$ cat config.mk
export PLATFORM = sky130hd
export DESIGN_NAME = selective_repeat_window_flat
export DESIGN_NICKNAME = d
export VERILOG_FILES = /design/src/hdl/srw_pkg.sv /design/src/hdl/srw_req_if.sv /design/src/hdl/srw_rsp_if.sv /design/src/hdl/selective_repeat_window.sv /design/src/flat_wrapper.sv
export SDC_FILE = /design/constraint.sdc
export NUM_CORES = 1
export LEC_CHECK = 0
export BUFFER_PORTS_ARGS = -buffer_cell sky130_fd_sc_hd__buf_2
export CORE_ASPECT_RATIO = 2
export CORE_MARGIN = 2
export CORE_UTILIZATION = 45
export CTS_BUF_LIST = sky130_fd_sc_hd__clkbuf_4
export CTS_CLUSTER_SIZE = 16
export DETAILED_ROUTE_END_ITERATION = 8
export MAX_ROUTING_LAYER = met4
export PLACE_DENSITY = 0.64
export SYNTH_ARGS = -nofsm -noshare
export SYNTH_HDL_FRONTEND = slang
export SYNTH_SLANG_ARGS = --single-unit
$ cat constraint.sdc
create_clock -name clock -period 15.85 [get_ports clock]
set_clock_uncertainty 0.2 [all_clocks]
set_input_delay 0.7925 -clock clock [delete_from_list [all_inputs] [get_ports clock]]
set_output_delay 0.7925 -clock clock [all_outputs]
set_load 0.02 [all_outputs]
$ cat src/hdl/srw_pkg.sv
`timescale 1ns / 1ps
`default_nettype none

package srw_pkg;

   localparam int SEQ_W      = 32;
   localparam int OP_W       = 3;
   localparam int CNT_W      = 6;
   localparam int WS_W       = 6;
   localparam int CSR_IDX_W  = 2;
   localparam int CSR_DATA_W = 32;

   // register indexes of the control port
   localparam logic [CSR_IDX_W-1:0] CSR_WINDOW_SIZE      = 2'd0;
   localparam logic [CSR_IDX_W-1:0] CSR_INITIAL_SEQUENCE = 2'd1;
   localparam logic [CSR_IDX_W-1:0] CSR_REFILL_ON_SLIDE  = 2'd2;

   typedef enum logic [OP_W-1:0] {
      OP_PUSH    = 3'd0,
      OP_MARK    = 3'd1,
      OP_ADVANCE = 3'd2,
      OP_SLIDE   = 3'd3,
      OP_LIST    = 3'd4,
      OP_RESET   = 3'd5
   } op_type;

   typedef enum logic [3:0] {
      ST_IDLE,
      ST_DECODE,
      ST_EXEC,
      ST_STATUS,
      ST_SLIDE_RD,
      ST_SLIDE_CHK,
      ST_FILL,
      ST_LIST_RD,
      ST_LIST_CHK,
      ST_LIST_END
   } state_type;

endpackage

`default_nettype wire

$ cat src/hdl/srw_req_if.sv
`timescale 1ns / 1ps
`default_nettype none

interface srw_req_if;
   logic                       valid;
   logic                       ready;
   logic [srw_pkg::OP_W-1:0]   op;
   logic [srw_pkg::SEQ_W-1:0]  seq;

   modport source (output valid, output op, output seq, input ready);
   modport sink   (input valid, input op, input seq, output ready);
endinterface

`default_nettype wire

$ cat src/hdl/srw_rsp_if.sv
`timescale 1ns / 1ps
`default_nettype none

interface srw_rsp_if;
   logic                       valid;
   logic                       ready;
   logic [srw_pkg::SEQ_W-1:0]  head_seq;
   logic [srw_pkg::CNT_W-1:0]  entry_count;
   logic                       is_full;
   logic                       is_empty;
   logic                       hit;
   logic [srw_pkg::CNT_W-1:0]  moved;
   logic                       resend_valid;
   logic [srw_pkg::SEQ_W-1:0]  resend_sequence;
   logic                       last;

   modport source (output valid, output head_seq, output entry_count, output is_full,
                   output is_empty, output hit, output moved, output resend_valid,
                   output resend_sequence, output last, input ready);
   modport sink   (input valid, input head_seq, input entry_count, input is_full,
                   input is_empty, input hit, input moved, input resend_valid,
                   input resend_sequence, input last, output ready);
endinterface

`default_nettype wire

$ cat src/hdl/selective_repeat_window.sv
// Operations: push, mark, advance and unused codes give one result each; slide pops the
//   acknowledged entries at the front, stopping at an unacknowledged one, then refills the
//   window in receiver mode; reset op reloads the head and fills the window; list gives one
//   result per unacknowledged entry, the final one marked last. Output stalls delay them all.
// Throughput: one item at a time; the next item transfers in only after the final result
//   is loaded. Reset: synchronous, active high; empty window at head 0, register defaults.
`timescale 1ns / 1ps
`default_nettype none

module selective_repeat_window #(
   parameter int MAX_WINDOW = 32
) (
   input  wire                                  clock,
   input  wire                                  reset,
   srw_req_if.sink                              req_ch,
   srw_rsp_if.source                            rsp_ch,
   input  wire                                  csr_we,
   input  wire  [srw_pkg::CSR_IDX_W-1:0]        csr_index,
   input  wire  [srw_pkg::CSR_DATA_W-1:0]       csr_wdata
);

   // slot index, entry count and a count wide enough for the 6-bit result fields
   localparam int SW = $clog2(MAX_WINDOW);
   localparam int CW = $clog2(MAX_WINDOW + 1);
   localparam int EW = (CW > srw_pkg::CNT_W) ? CW : srw_pkg::CNT_W;

   // ---------------------------------------------------------------------------
   // Control registers
   // ---------------------------------------------------------------------------
   logic [srw_pkg::WS_W-1:0]   ws_ff, ws_in;
   logic [srw_pkg::SEQ_W-1:0]  init_ff, init_in;
   logic                       refill_ff, refill_in;

   always_comb begin
      ws_in     = ws_ff;
      init_in   = init_ff;
      refill_in = refill_ff;
      if (csr_we) begin
         case (csr_index)
            srw_pkg::CSR_WINDOW_SIZE:      ws_in     = csr_wdata[srw_pkg::WS_W-1:0];
            srw_pkg::CSR_INITIAL_SEQUENCE: init_in   = csr_wdata[srw_pkg::SEQ_W-1:0];
            srw_pkg::CSR_REFILL_ON_SLIDE:  refill_in = csr_wdata[0];
            default: ;
         endcase
      end
   end

   always_ff @(posedge clock) begin
      if (reset) begin
         ws_ff     <= srw_pkg::WS_W'(32);
         init_ff   <= '0;
         refill_ff <= 1'b0;
      end else begin
         ws_ff     <= ws_in;
         init_ff   <= init_in;
         refill_ff <= refill_in;
      end
   end

   // Effective size: zero reads as one, anything above the ring reads as the ring.
   logic [EW-1:0] ws_ext;
   logic [CW-1:0] eff_size;
   logic [CW-1:0] eff_m1;

   always_comb begin
      ws_ext = EW'(ws_ff);
      if (ws_ext == '0) begin
         ws_ext = EW'(1);
      end
      if (ws_ext > EW'(MAX_WINDOW)) begin
         ws_ext = EW'(MAX_WINDOW);
      end
      eff_size = CW'(ws_ext);
      eff_m1   = eff_size - CW'(1);
   end

   // Ring position of the entry k places behind base; the sum stays below twice the ring.
   function automatic logic [SW-1:0] slot_add(input logic [SW-1:0] base,
                                              input logic [CW-1:0] k);
      logic [CW:0] sum;
      sum = (CW+1)'(base) + (CW+1)'(k);
      if (sum >= (CW+1)'(MAX_WINDOW)) begin
         sum = sum - (CW+1)'(MAX_WINDOW);
      end
      return sum[SW-1:0];
   endfunction

   // ---------------------------------------------------------------------------
   // Window state and the flag memory (one bit per slot, set = acknowledged)
   // ---------------------------------------------------------------------------
   srw_pkg::state_type         state_ff, state_in;
   srw_pkg::op_type            op_ff, op_in;
   logic [srw_pkg::SEQ_W-1:0]  seq_ff, seq_in;
   logic [srw_pkg::SEQ_W-1:0]  dist_ff, dist_in;     // seq minus head
   logic                       win_ff, win_in;       // seq lies inside the window
   logic [srw_pkg::SEQ_W-1:0]  head_ff, head_in;
   logic [SW-1:0]              front_ff, front_in;
   logic [CW-1:0]              count_ff, count_in;
   logic                       hit_ff, hit_in;
   logic [CW-1:0]              moved_ff, moved_in;
   logic [CW-1:0]              walk_ff, walk_in;     // list position
   logic                       pend_ff, pend_in;     // one resend result held back
   logic [srw_pkg::SEQ_W-1:0]  pend_seq_ff, pend_seq_in;

   logic                       flag_mem [MAX_WINDOW];
   logic                       mem_we;
   logic [SW-1:0]              mem_waddr;
   logic                       mem_wdata;
   logic                       mem_re;
   logic [SW-1:0]              mem_raddr;
   logic                       rd_flag_ff;

   always_ff @(posedge clock) begin
      if (mem_we) begin
         flag_mem[mem_waddr] <= mem_wdata;
      end
      if (mem_re) begin
         rd_flag_ff <= flag_mem[mem_raddr];
      end
   end

   // ---------------------------------------------------------------------------
   // Result register: parts the walk from a stalled sink
   // ---------------------------------------------------------------------------
   logic                       rsp_valid_ff, rsp_valid_in;
   logic                       rsp_load;
   logic                       out_free;
   logic [srw_pkg::SEQ_W-1:0]  rsp_head_ff, rsp_head_in;
   logic [srw_pkg::CNT_W-1:0]  rsp_count_ff, rsp_count_in;
   logic                       rsp_full_ff, rsp_full_in;
   logic                       rsp_empty_ff, rsp_empty_in;
   logic                       rsp_hit_ff, rsp_hit_in;
   logic [srw_pkg::CNT_W-1:0]  rsp_moved_ff, rsp_moved_in;
   logic                       rsp_rv_ff, rsp_rv_in;
   logic [srw_pkg::SEQ_W-1:0]  rsp_rs_ff, rsp_rs_in;
   logic                       rsp_last_ff, rsp_last_in;

   logic [EW-1:0]              count_ext;
   logic [EW-1:0]              moved_ext;
   logic [CW-1:0]              dist_small;
   logic [CW-1:0]              adv_n;
   logic [srw_pkg::SEQ_W-1:0]  diff;

   assign out_free   = !rsp_valid_ff || rsp_ch.ready;
   assign count_ext  = EW'(count_ff);
   assign moved_ext  = EW'(moved_ff);
   // only meaningful when the window test passed; then it is below the ring size
   assign dist_small = dist_ff[CW-1:0];
   assign adv_n      = (dist_small < count_ff) ? dist_small : count_ff;
   assign diff       = seq_ff - head_ff;

   assign req_ch.ready = (state_ff == srw_pkg::ST_IDLE);

   // ---------------------------------------------------------------------------
   // Next state
   // ---------------------------------------------------------------------------
   always_comb begin
      state_in = state_ff;
      case (state_ff)
         srw_pkg::ST_IDLE: begin
            if (req_ch.valid) begin
               state_in = srw_pkg::ST_DECODE;
            end
         end
         srw_pkg::ST_DECODE: begin
            case (op_ff)
               srw_pkg::OP_SLIDE: state_in = srw_pkg::ST_SLIDE_RD;
               srw_pkg::OP_LIST:  state_in = srw_pkg::ST_LIST_RD;
               srw_pkg::OP_RESET: state_in = srw_pkg::ST_FILL;
               default:           state_in = srw_pkg::ST_EXEC;
            endcase
         end
         srw_pkg::ST_EXEC: state_in = srw_pkg::ST_STATUS;
         srw_pkg::ST_STATUS: begin
            if (out_free) begin
               state_in = srw_pkg::ST_IDLE;
            end
         end
         srw_pkg::ST_SLIDE_RD: begin
            if (count_ff == '0) begin
               state_in = refill_ff ? srw_pkg::ST_FILL : srw_pkg::ST_STATUS;
            end else begin
               state_in = srw_pkg::ST_SLIDE_CHK;
            end
         end
         srw_pkg::ST_SLIDE_CHK: begin
            if (rd_flag_ff) begin
               state_in = srw_pkg::ST_SLIDE_RD;
            end else begin
               state_in = refill_ff ? srw_pkg::ST_FILL : srw_pkg::ST_STATUS;
            end
         end
         srw_pkg::ST_FILL: begin
            if (count_ff >= eff_size) begin
               state_in = srw_pkg::ST_STATUS;
            end
         end
         srw_pkg::ST_LIST_RD: begin
            if (walk_ff == count_ff) begin
               state_in = srw_pkg::ST_LIST_END;
            end else begin
               state_in = srw_pkg::ST_LIST_CHK;
            end
         end
         srw_pkg::ST_LIST_CHK: begin
            // hold while an earlier resend result cannot leave
            if (rd_flag_ff || !pend_ff || out_free) begin
               state_in = srw_pkg::ST_LIST_RD;
            end
         end
         srw_pkg::ST_LIST_END: begin
            if (out_free) begin
               state_in = srw_pkg::ST_IDLE;
            end
         end
         default: state_in = srw_pkg::ST_IDLE;
      endcase
   end

   // ---------------------------------------------------------------------------
   // Datapath, memory access and result loading
   // ---------------------------------------------------------------------------
   always_comb begin
      op_in       = op_ff;
      seq_in      = seq_ff;
      dist_in     = dist_ff;
      win_in      = win_ff;
      head_in     = head_ff;
      front_in    = front_ff;
      count_in    = count_ff;
      hit_in      = hit_ff;
      moved_in    = moved_ff;
      walk_in     = walk_ff;
      pend_in     = pend_ff;
      pend_seq_in = pend_seq_ff;

      mem_we    = 1'b0;
      mem_waddr = slot_add(front_ff, count_ff);
      mem_wdata = 1'b0;
      mem_re    = 1'b0;
      mem_raddr = front_ff;

      rsp_load     = 1'b0;
      rsp_head_in  = head_ff;
      rsp_count_in = count_ext[srw_pkg::CNT_W-1:0];
      rsp_full_in  = (count_ff >= eff_size);
      rsp_empty_in = (count_ff == '0);
      rsp_hit_in   = 1'b0;
      rsp_moved_in = '0;
      rsp_rv_in    = 1'b0;
      rsp_rs_in    = '0;
      rsp_last_in  = 1'b1;

      case (state_ff)
         srw_pkg::ST_IDLE: begin
            // take the item in and clear the per-item status
            op_in    = srw_pkg::op_type'(req_ch.op);
            seq_in   = req_ch.seq;
            hit_in   = 1'b0;
            moved_in = '0;
            walk_in  = '0;
            pend_in  = 1'b0;
         end
         srw_pkg::ST_DECODE: begin
            // window test without wrap: head <= seq and seq - head <= size - 1
            dist_in = diff;
            win_in  = (seq_ff >= head_ff) && (diff <= srw_pkg::SEQ_W'(eff_m1));
            if (op_ff == srw_pkg::OP_RESET) begin
               head_in  = init_ff;
               front_in = '0;
               count_in = '0;
            end
         end
         srw_pkg::ST_EXEC: begin
            case (op_ff)
               srw_pkg::OP_PUSH: begin
                  // append an unacknowledged entry behind the last one
                  if (count_ff < eff_size) begin
                     mem_we   = 1'b1;
                     count_in = count_ff + CW'(1);
                     hit_in   = 1'b1;
                  end
               end
               srw_pkg::OP_MARK: begin
                  if (win_ff && (dist_small < count_ff)) begin
                     mem_we    = 1'b1;
                     mem_waddr = slot_add(front_ff, dist_small);
                     mem_wdata = 1'b1;
                     hit_in    = 1'b1;
                  end
               end
               srw_pkg::OP_ADVANCE: begin
                  // pop up to seq at once: no flag needs touching on a pop
                  if (win_ff) begin
                     hit_in   = 1'b1;
                     head_in  = head_ff + srw_pkg::SEQ_W'(adv_n);
                     front_in = slot_add(front_ff, adv_n);
                     count_in = count_ff - adv_n;
                     moved_in = adv_n;
                  end
               end
               default: ;
            endcase
         end
         srw_pkg::ST_STATUS: begin
            if (out_free) begin
               rsp_load     = 1'b1;
               rsp_hit_in   = hit_ff;
               rsp_moved_in = moved_ext[srw_pkg::CNT_W-1:0];
            end
         end
         srw_pkg::ST_SLIDE_RD: begin
            if (count_ff != '0) begin
               mem_re = 1'b1;
            end
         end
         srw_pkg::ST_SLIDE_CHK: begin
            if (rd_flag_ff) begin
               front_in = slot_add(front_ff, CW'(1));
               count_in = count_ff - CW'(1);
               head_in  = head_ff + srw_pkg::SEQ_W'(1);
               moved_in = moved_ff + CW'(1);
            end
         end
         srw_pkg::ST_FILL: begin
            // one unacknowledged entry per cycle until the window is full
            if (count_ff < eff_size) begin
               mem_we   = 1'b1;
               count_in = count_ff + CW'(1);
            end
         end
         srw_pkg::ST_LIST_RD: begin
            if (walk_ff != count_ff) begin
               mem_re    = 1'b1;
               mem_raddr = slot_add(front_ff, walk_ff);
            end
         end
         srw_pkg::ST_LIST_CHK: begin
            if (rd_flag_ff) begin
               walk_in = walk_ff + CW'(1);
            end else if (!pend_ff || out_free) begin
               // a later unacknowledged entry exists, so the held one is not last
               if (pend_ff) begin
                  rsp_load    = 1'b1;
                  rsp_rv_in   = 1'b1;
                  rsp_rs_in   = pend_seq_ff;
                  rsp_last_in = 1'b0;
               end
               pend_in     = 1'b1;
               pend_seq_in = head_ff + srw_pkg::SEQ_W'(walk_ff);
               walk_in     = walk_ff + CW'(1);
            end
         end
         srw_pkg::ST_LIST_END: begin
            if (out_free) begin
               rsp_load  = 1'b1;
               rsp_rv_in = pend_ff;
               rsp_rs_in = pend_ff ? pend_seq_ff : '0;
            end
         end
         default: ;
      endcase

      if (rsp_load) begin
         rsp_valid_in = 1'b1;
      end else if (rsp_ch.ready) begin
         rsp_valid_in = 1'b0;
      end else begin
         rsp_valid_in = rsp_valid_ff;
      end
   end

   always_ff @(posedge clock) begin
      if (reset) begin
         state_ff     <= srw_pkg::ST_IDLE;
         head_ff      <= '0;
         front_ff     <= '0;
         count_ff     <= '0;
         hit_ff       <= 1'b0;
         moved_ff     <= '0;
         walk_ff      <= '0;
         pend_ff      <= 1'b0;
         rsp_valid_ff <= 1'b0;
      end else begin
         state_ff     <= state_in;
         head_ff      <= head_in;
         front_ff     <= front_in;
         count_ff     <= count_in;
         hit_ff       <= hit_in;
         moved_ff     <= moved_in;
         walk_ff      <= walk_in;
         pend_ff      <= pend_in;
         rsp_valid_ff <= rsp_valid_in;
      end
   end

   always_ff @(posedge clock) begin
      op_ff       <= op_in;
      seq_ff      <= seq_in;
      dist_ff     <= dist_in;
      win_ff      <= win_in;
      pend_seq_ff <= pend_seq_in;
      if (rsp_load) begin
         rsp_head_ff  <= rsp_head_in;
         rsp_count_ff <= rsp_count_in;
         rsp_full_ff  <= rsp_full_in;
         rsp_empty_ff <= rsp_empty_in;
         rsp_hit_ff   <= rsp_hit_in;
         rsp_moved_ff <= rsp_moved_in;
         rsp_rv_ff    <= rsp_rv_in;
         rsp_rs_ff    <= rsp_rs_in;
         rsp_last_ff  <= rsp_last_in;
      end
   end

   assign rsp_ch.valid           = rsp_valid_ff;
   assign rsp_ch.head_seq        = rsp_head_ff;
   assign rsp_ch.entry_count     = rsp_count_ff;
   assign rsp_ch.is_full         = rsp_full_ff;
   assign rsp_ch.is_empty        = rsp_empty_ff;
   assign rsp_ch.hit             = rsp_hit_ff;
   assign rsp_ch.moved           = rsp_moved_ff;
   assign rsp_ch.resend_valid    = rsp_rv_ff;
   assign rsp_ch.resend_sequence = rsp_rs_ff;
   assign rsp_ch.last            = rsp_last_ff;

`ifndef ASSERT_OFF
   // the ring never holds more entries than it has slots
   assert property (@(posedge clock) disable iff (reset)
      count_ff <= CW'(MAX_WINDOW))
      else $error("entry count exceeds ring size");

   // a waiting result is never overwritten
   assert property (@(posedge clock) disable iff (reset)
      (rsp_valid_ff && !rsp_ch.ready) |-> !rsp_load)
      else $error("result register overwritten while stalled");

   // on entering a flag check, the read was issued in the cycle before
   assert property (@(posedge clock) disable iff (reset)
      (state_ff == srw_pkg::ST_SLIDE_CHK ||
       (state_ff == srw_pkg::ST_LIST_CHK && $past(state_ff) != srw_pkg::ST_LIST_CHK)) |->
      $past(mem_re))
      else $error("flag checked without a read in flight");

   // the final result of an item returns the block to idle
   assert property (@(posedge clock) disable iff (reset)
      (rsp_load && rsp_last_in) |=> (state_ff == srw_pkg::ST_IDLE))
      else $error("last result sent but item still in work");
`endif

endmodule

`default_nettype wire

$ cat src/flat_wrapper.sv
// flat-port wrapper written by rule: the top's interface ports become plain ports
module selective_repeat_window_flat 
#(
   parameter int MAX_WINDOW = 32
)
  (clock, reset, csr_we, csr_index, csr_wdata, req_ch_valid, req_ch_op, req_ch_seq, req_ch_ready, rsp_ch_valid, rsp_ch_head_seq, rsp_ch_entry_count, rsp_ch_is_full, rsp_ch_is_empty, rsp_ch_hit, rsp_ch_moved, rsp_ch_resend_valid, rsp_ch_resend_sequence, rsp_ch_last, rsp_ch_ready);
  srw_req_if req_ch_i ();
  srw_rsp_if rsp_ch_i ();
  input  wire clock;
  input  wire reset;
  input  wire csr_we;
  input  wire  [srw_pkg::CSR_IDX_W-1:0] csr_index;
  input  wire  [srw_pkg::CSR_DATA_W-1:0] csr_wdata;
  input wire logic [$bits(req_ch_i.valid)-1:0] req_ch_valid;
  input wire logic [$bits(req_ch_i.op)-1:0] req_ch_op;
  input wire logic [$bits(req_ch_i.seq)-1:0] req_ch_seq;
  output wire logic [$bits(req_ch_i.ready)-1:0] req_ch_ready;
  output wire logic [$bits(rsp_ch_i.valid)-1:0] rsp_ch_valid;
  output wire logic [$bits(rsp_ch_i.head_seq)-1:0] rsp_ch_head_seq;
  output wire logic [$bits(rsp_ch_i.entry_count)-1:0] rsp_ch_entry_count;
  output wire logic [$bits(rsp_ch_i.is_full)-1:0] rsp_ch_is_full;
  output wire logic [$bits(rsp_ch_i.is_empty)-1:0] rsp_ch_is_empty;
  output wire logic [$bits(rsp_ch_i.hit)-1:0] rsp_ch_hit;
  output wire logic [$bits(rsp_ch_i.moved)-1:0] rsp_ch_moved;
  output wire logic [$bits(rsp_ch_i.resend_valid)-1:0] rsp_ch_resend_valid;
  output wire logic [$bits(rsp_ch_i.resend_sequence)-1:0] rsp_ch_resend_sequence;
  output wire logic [$bits(rsp_ch_i.last)-1:0] rsp_ch_last;
  input wire logic [$bits(rsp_ch_i.ready)-1:0] rsp_ch_ready;
  assign req_ch_i.valid = req_ch_valid;
  assign req_ch_i.op = req_ch_op;
  assign req_ch_i.seq = req_ch_seq;
  assign req_ch_ready = req_ch_i.ready;
  assign rsp_ch_valid = rsp_ch_i.valid;
  assign rsp_ch_head_seq = rsp_ch_i.head_seq;
  assign rsp_ch_entry_count = rsp_ch_i.entry_count;
  assign rsp_ch_is_full = rsp_ch_i.is_full;
  assign rsp_ch_is_empty = rsp_ch_i.is_empty;
  assign rsp_ch_hit = rsp_ch_i.hit;
  assign rsp_ch_moved = rsp_ch_i.moved;
  assign rsp_ch_resend_valid = rsp_ch_i.resend_valid;
  assign rsp_ch_resend_sequence = rsp_ch_i.resend_sequence;
  assign rsp_ch_last = rsp_ch_i.last;
  assign rsp_ch_i.ready = rsp_ch_ready;
  selective_repeat_window #(.MAX_WINDOW(MAX_WINDOW)) u_core (.clock(clock), .reset(reset), .req_ch(req_ch_i), .rsp_ch(rsp_ch_i), .csr_we(csr_we), .csr_index(csr_index), .csr_wdata(csr_wdata));
endmodule
==> flow_results.org <==
** STA
- For the finished layout, the period the worst path requires is a little over 6 ns.
- Setup repair after global routing left no endpoint under its margin.
- Adding up every negative setup slack in the final design gives 0 ns.
- Based on the critical path, the design can be clocked at up to between 150 and 200 MHz.
- At the pin with the least slew margin, the transition time is ~1.2 ns.
- The worst pin sits at a relative slew slack of 0.205.
- Endpoints failing setup :: 0
- Number of max-slew violations in the final report :: 0
- The number of hold-slack violations in the final timing report was 0.
- In the finished design, the share of the clock period the worst path needs comes to 0.392.

** Logic synthesis
- Biggest area contributors in the synthesized netlist :: sky130_fd_sc_hd__edfxtp_1 35%, sky130_fd_sc_hd__dfxtp_1 13%, sky130_fd_sc_hd__ha_1 6.8%, sky130_fd_sc_hd__a21oi_1 4.2%, sky130_fd_sc_hd__nand2_1 3.9%
- Count leader, synth :: sky130_fd_sc_hd__edfxtp_1
- Yosys top cell area share :: 0.351
- Yosys mapped a number of flops with a built-in enable equal to 188.
- In the synthesized netlist the async set-or-reset flop fraction comes to 0.
- The largest total area in the synthesized netlist belongs to sky130_fd_sc_hd__edfxtp_1.
- Post-synthesis instance total :: ~1600
- In this run, synthesis produced a sequential element count of slightly below 300.
- Of the total synthesized cell area, the portion taken by XOR and XNOR cells is 0.0506.
- By area, the combinational part of the netlist is dominated by simple AND/OR/NAND/NOR gates.
- For this run, the leading register cell type out of synthesis is sky130_fd_sc_hd__edfxtp_1.
- The number of nets handed over by synthesis was 1778.
- Yosys mapped the design onto 85 distinct sky130hd cell types.
- Mean post-synth cell area :: around 10 um2
- Cell area after synthesis :: roughly 0.016 mm2
- The Yosys step of the flow raised 0 warnings.
- Fraction of the mapped netlist area in simple logic gates :: 0.169
- Area fraction in compound gates after synthesis :: 0.155
- Of the total synthesized cell area, the portion taken by full adders, half adders and majority gates is 0.0784.
- For this run, the register share of the synthesized area comes to 0.477.
- Top cells by instance count after synthesis :: 188 x sky130_fd_sc_hd__edfxtp_1, 167 x sky130_fd_sc_hd__nand2_1, 135 x sky130_fd_sc_hd__a21oi_1
- After synthesis, the share of cell area in mux cells is 0.0327.

** Clock network
- Once the clock tree was built, the setup fixing pass inserted 0 buffers.
- Clk Latency, worst-skew pair :: ~0.79 ns
- After clock tree synthesis, the clock-pin slew on the worst setup and hold paths is approximately 0.070 ns.
- The clock passes through at most 3 buffers.
- TritonCTS built the clock tree.
- H-tree levels :: 3
- Post-CTS repair changed the size of 0 cells.
- The clock drives ~290 sinks.
- In this run, CTS created clock tree buffers numbering just under 70.
- In this run the clock root is driven by a sky130_fd_sc_hd__clkbuf_4.

** Critical path
- R2R depth :: 21
- Traced cell by cell, the critical path runs through inv_1 > ha_1 > a21o_1 > a21o_1 > a21o_1 > a21o_1 > a21oi_4 > mux2_2 > nand2b_1 > ha_1 > inv_1 > fa_1 > nor2b_1 > o21ai_0 > a21oi_1 > o21ai_0 > a2111oi_0 > nand2_1 > nor3_1 > mux2i_1 > o311ai_0.
- At the worst endpoint, the arrival time is around 6.6 ns.
- Required time of the critical path :: between 15 and 20 ns
- Of all nets on the critical path, the largest fanout is 14.
- In this run the number of cells on the critical path is 21.
- Slowest stage cell, crit path :: sky130_fd_sc_hd__a2111oi_0
- Family of cells with the greatest summed delay on the critical path :: compound AO/OA/AOI/OAI gates
- Slowest stage delay, CP :: 0.76 ns
- Element type at the critical path start :: flop
- By instance count, the cell type seen most on the critical path is sky130_fd_sc_hd__a21o_1.
- Critical path buffer and inverter count :: 2
- Classification of the worst setup path :: flop to flop
- Worst Setup End Kind :: flop

** Placement
- At the end of routability-driven placement, the weighted congestion stood at 0.911.
- Detailed placement HPWL :: about 30000 um
- In this run the cell area measured after placement is 0.0172 mm2.
- During placement, the flow inserted port buffers numbering ~160.

** Min path
- Worst Hold Path Cells :: 1
- Hold Crit Class :: input pin to flop

** Global routing
- Summed over all layers, the global routing overflow is 0.
- The first global-routing pass estimated approximately 68000 um of wire.
- Vias in the first global route :: about 12000
- The number of antenna violations at the first check in global routing was 1.
- Maximum number of pins on one net before global-route repair :: 72
- Across every metal layer, demand over resource in global routing totals 0.241.

** Cells and area
- With fillers left out, the area of the finished cells amounts to 0.0185 mm2.
- Area growth, synth to finish :: 15.2%
- The net count of the finished layout is approximately 2000.
- Filler cells :: around 3200
- In the final layout, the share of cells above drive strength 1 is 0.167.

** Pwr
- PD cells :: ~160 mW/mm2
- Cell internal power was estimated by the tool at between 1500 and 2000 uW.
- Of the total power, registers draw 0.346.
- Switching power summed over all nets :: 1260 uW
- Gate power share :: 0.443
- Of the total power, the share spent switching nets is 0.418.
- Leakage power total :: ~0.007 uW
- VDD IR-drop max :: between 100 and 150 uV
- Of the total power, the clock network draws 0.212.

** Floorplan
- The initialized floorplan defines between 90 and 100 standard-cell rows.
- The initial utilization of the core area, before any placement, comes to 0.454.
- The floorplan step defined a die boundary enclosing approximately 0.037 mm2.
- The core region is 0.0354 mm2.
- Measured along the y axis, the die boundary spans between 200 and 300 um.
- Pin placement for this block handled approximately 160 I/O pins.
- Measured along the x axis, the die boundary spans between 100 and 150 um.

** Route
- The first TritonRoute pass finished after 5 iterations.
- The detail route stage leaves a number of antenna-violating nets equal to 0.
- Post-route DRC violation count :: 0
- DRT iter0 DRCs :: ~1100
- After detailed routing, the total wire length is ~43000 um.
- Vias/cell :: ~5.6
- Total number of vias :: between 10000 and 15000
- Detail-routed net length per standard cell :: 18.7 um

** Outcome
- The run finished with clean final reports.

** Run
- Number of max-capacitance violations reported :: 0
state kept, by name, indices dropped and copies added (netlist names), 3 cells and up:
| signal | flops |
|---|---|
| u_core.dist_ff | 6 |
| u_core.rsp_ch.moved | 6 |
| u_core.seq_ff | 32 |
| u_core.op_ff | 3 |
| u_core.walk_ff | 6 |
| u_core.ws_ff | 6 |
| u_core.init_ff | 32 |
| u_core.moved_ext | 6 |
| u_core.rsp_ch.resend_sequence | 32 |
| u_core.pend_seq_ff | 32 |
| u_core.front_ff | 5 |
| u_core.flag_mem | 32 |
| u_core.state_ff | 4 |
| u_core.rsp_ch.head_seq | 32 |
| u_core.head_ff | 32 |
| u_core.count_ext | 6 |
| u_core.rsp_ch.entry_count | 6 |
placed cells by master (no fill, tap or decap), types with 11 or more instances in the layout:
| master | Yosys | routed |
|---|---|---|
| sky130_fd_sc_hd__a31oi_1 | 11 | 11 |
| sky130_fd_sc_hd__clkinv_1 | 3 | 20 |
| sky130_fd_sc_hd__nand2b_1 | 20 | 20 |
| sky130_fd_sc_hd__xor2_1 | 35 | 35 |
| sky130_fd_sc_hd__xnor2_1 | 56 | 56 |
| sky130_fd_sc_hd__dlygate4sd3_1 | 0 | 37 |
| sky130_fd_sc_hd__mux2i_1 | 26 | 26 |
| sky130_fd_sc_hd__nand4_1 | 26 | 26 |
| sky130_fd_sc_hd__buf_2 | 13 | 155 |
| sky130_fd_sc_hd__o22ai_1 | 12 | 12 |
| sky130_fd_sc_hd__and3_1 | 14 | 14 |
| sky130_fd_sc_hd__nor3_1 | 70 | 70 |
| sky130_fd_sc_hd__nor4_1 | 14 | 14 |
| sky130_fd_sc_hd__edfxtp_1 | 188 | 188 |
| sky130_fd_sc_hd__nor2_1 | 112 | 110 |
| sky130_fd_sc_hd__nand3_1 | 33 | 33 |
| sky130_fd_sc_hd__buf_4 | 1 | 13 |
| sky130_fd_sc_hd__a211oi_1 | 26 | 26 |
| sky130_fd_sc_hd__o21ai_0 | 59 | 59 |
| sky130_fd_sc_hd__ha_1 | 88 | 88 |
| sky130_fd_sc_hd__a21o_1 | 36 | 36 |
| sky130_fd_sc_hd__and2_1 | 45 | 45 |
| sky130_fd_sc_hd__nand2_1 | 167 | 167 |
| sky130_fd_sc_hd__dfxtp_1 | 101 | 101 |
| sky130_fd_sc_hd__a21oi_1 | 135 | 135 |
| sky130_fd_sc_hd__inv_1 | 70 | 70 |
| sky130_fd_sc_hd__clkbuf_4 | 0 | 97 |
stage by stage:
stage	util	hold slack, ns	setup WS [ns]	power [uW]	std cells
6_report	0.523	0.0513	9.63	3020	2314
5_1_grt	0.523	0.0245	9.08	3220	2314
4_1_cts	0.523	0.00776	9.73	3020	2312
3_5_place_dp	0.486	0.247	9.76	2370	2148
3_3_place_gp	0.486	0.240	9.94	2360	2148
2_1_floorplan	-	0.206	10.25	2010	1608
cell type report:
cell class / count / area, um2 / share of cell area
multi-input cells: 1167 / 7860 / 0.424
flip-flops and latches: 289 / 7670 / 0.414
clock buffers: 97 / 728 / 0.0393
well taps: 450 / 563 / 0.0304
clock inverters: 30 / 193 / 0.0104
diodes: 2 / 5.00 / 0.000270
repair buffers: 205 / 1240 / 0.0671
inverters: 74 / 278 / 0.0150
per-layer routing:
| metal | vias to the layer above | part of all wire | global-route usage |
|---|---|---|---|
| li1 | 6348 | - | - |
| met1 | 6118 | 0.45 | 0.321 |
| met2 | 457 | 0.47 | 0.370 |
| met3 | 93 | 0.054 | 0.0327 |
| met4 | 0 | 0.032 | 0.0969 |
| met5 | - | 0 | - |
cells by family after synthesis:
| kind of cell | Yosys count |
|---|---|
| XOR/XNOR | 92 |
| buffers and inverters | 152 |
| AND/OR/NAND/NOR | 555 |
| AO/OA/AOI/OAI | 385 |
| other | 1 |
| multiplexers | 38 |
| adder cells (fa/ha/maj) | 96 |
| flip-flops | 289 |
path summary, 6_finish.rpt:
kind                                                   endpoint                             start  slack [ns]
worst max-delay path            u_core.head_ff[28]$_SDFFE_PP0P_  u_core.count_ext[1]$_SDFFE_PP0P_        9.63
worst max register to register  u_core.head_ff[28]$_SDFFE_PP0P_  u_core.count_ext[1]$_SDFFE_PP0P_        9.63
worst min register to register  u_core.init_ff[26]$_SDFFE_PP0P_   u_core.init_ff[26]$_SDFFE_PP0P_        0.25
worst min-delay path                  u_core.op_ff[2]$_DFFE_PP_                      req_ch_op[2]        0.05
timing repair:
action                                  in CTS  in global routing
hold buffers                                37                  0
endpoints found under the hold margin       37                  0
endpoints found under the setup margin       0                  0
power by group through the flow:
stage / registers, uW / logic (uW) / clock network (uW)
6_report: 1040 / 1340 / 639
5_1_grt: 1060 / 1470 / 694
4_1_cts: 1040 / 1320 / 658
3_5_place_dp: 1060 / 1310 / 0
3_3_place_gp: 1060 / 1300 / 0
2_1_floorplan: 1050 / 960 / 0
Power figures use the tool's default switching activity.
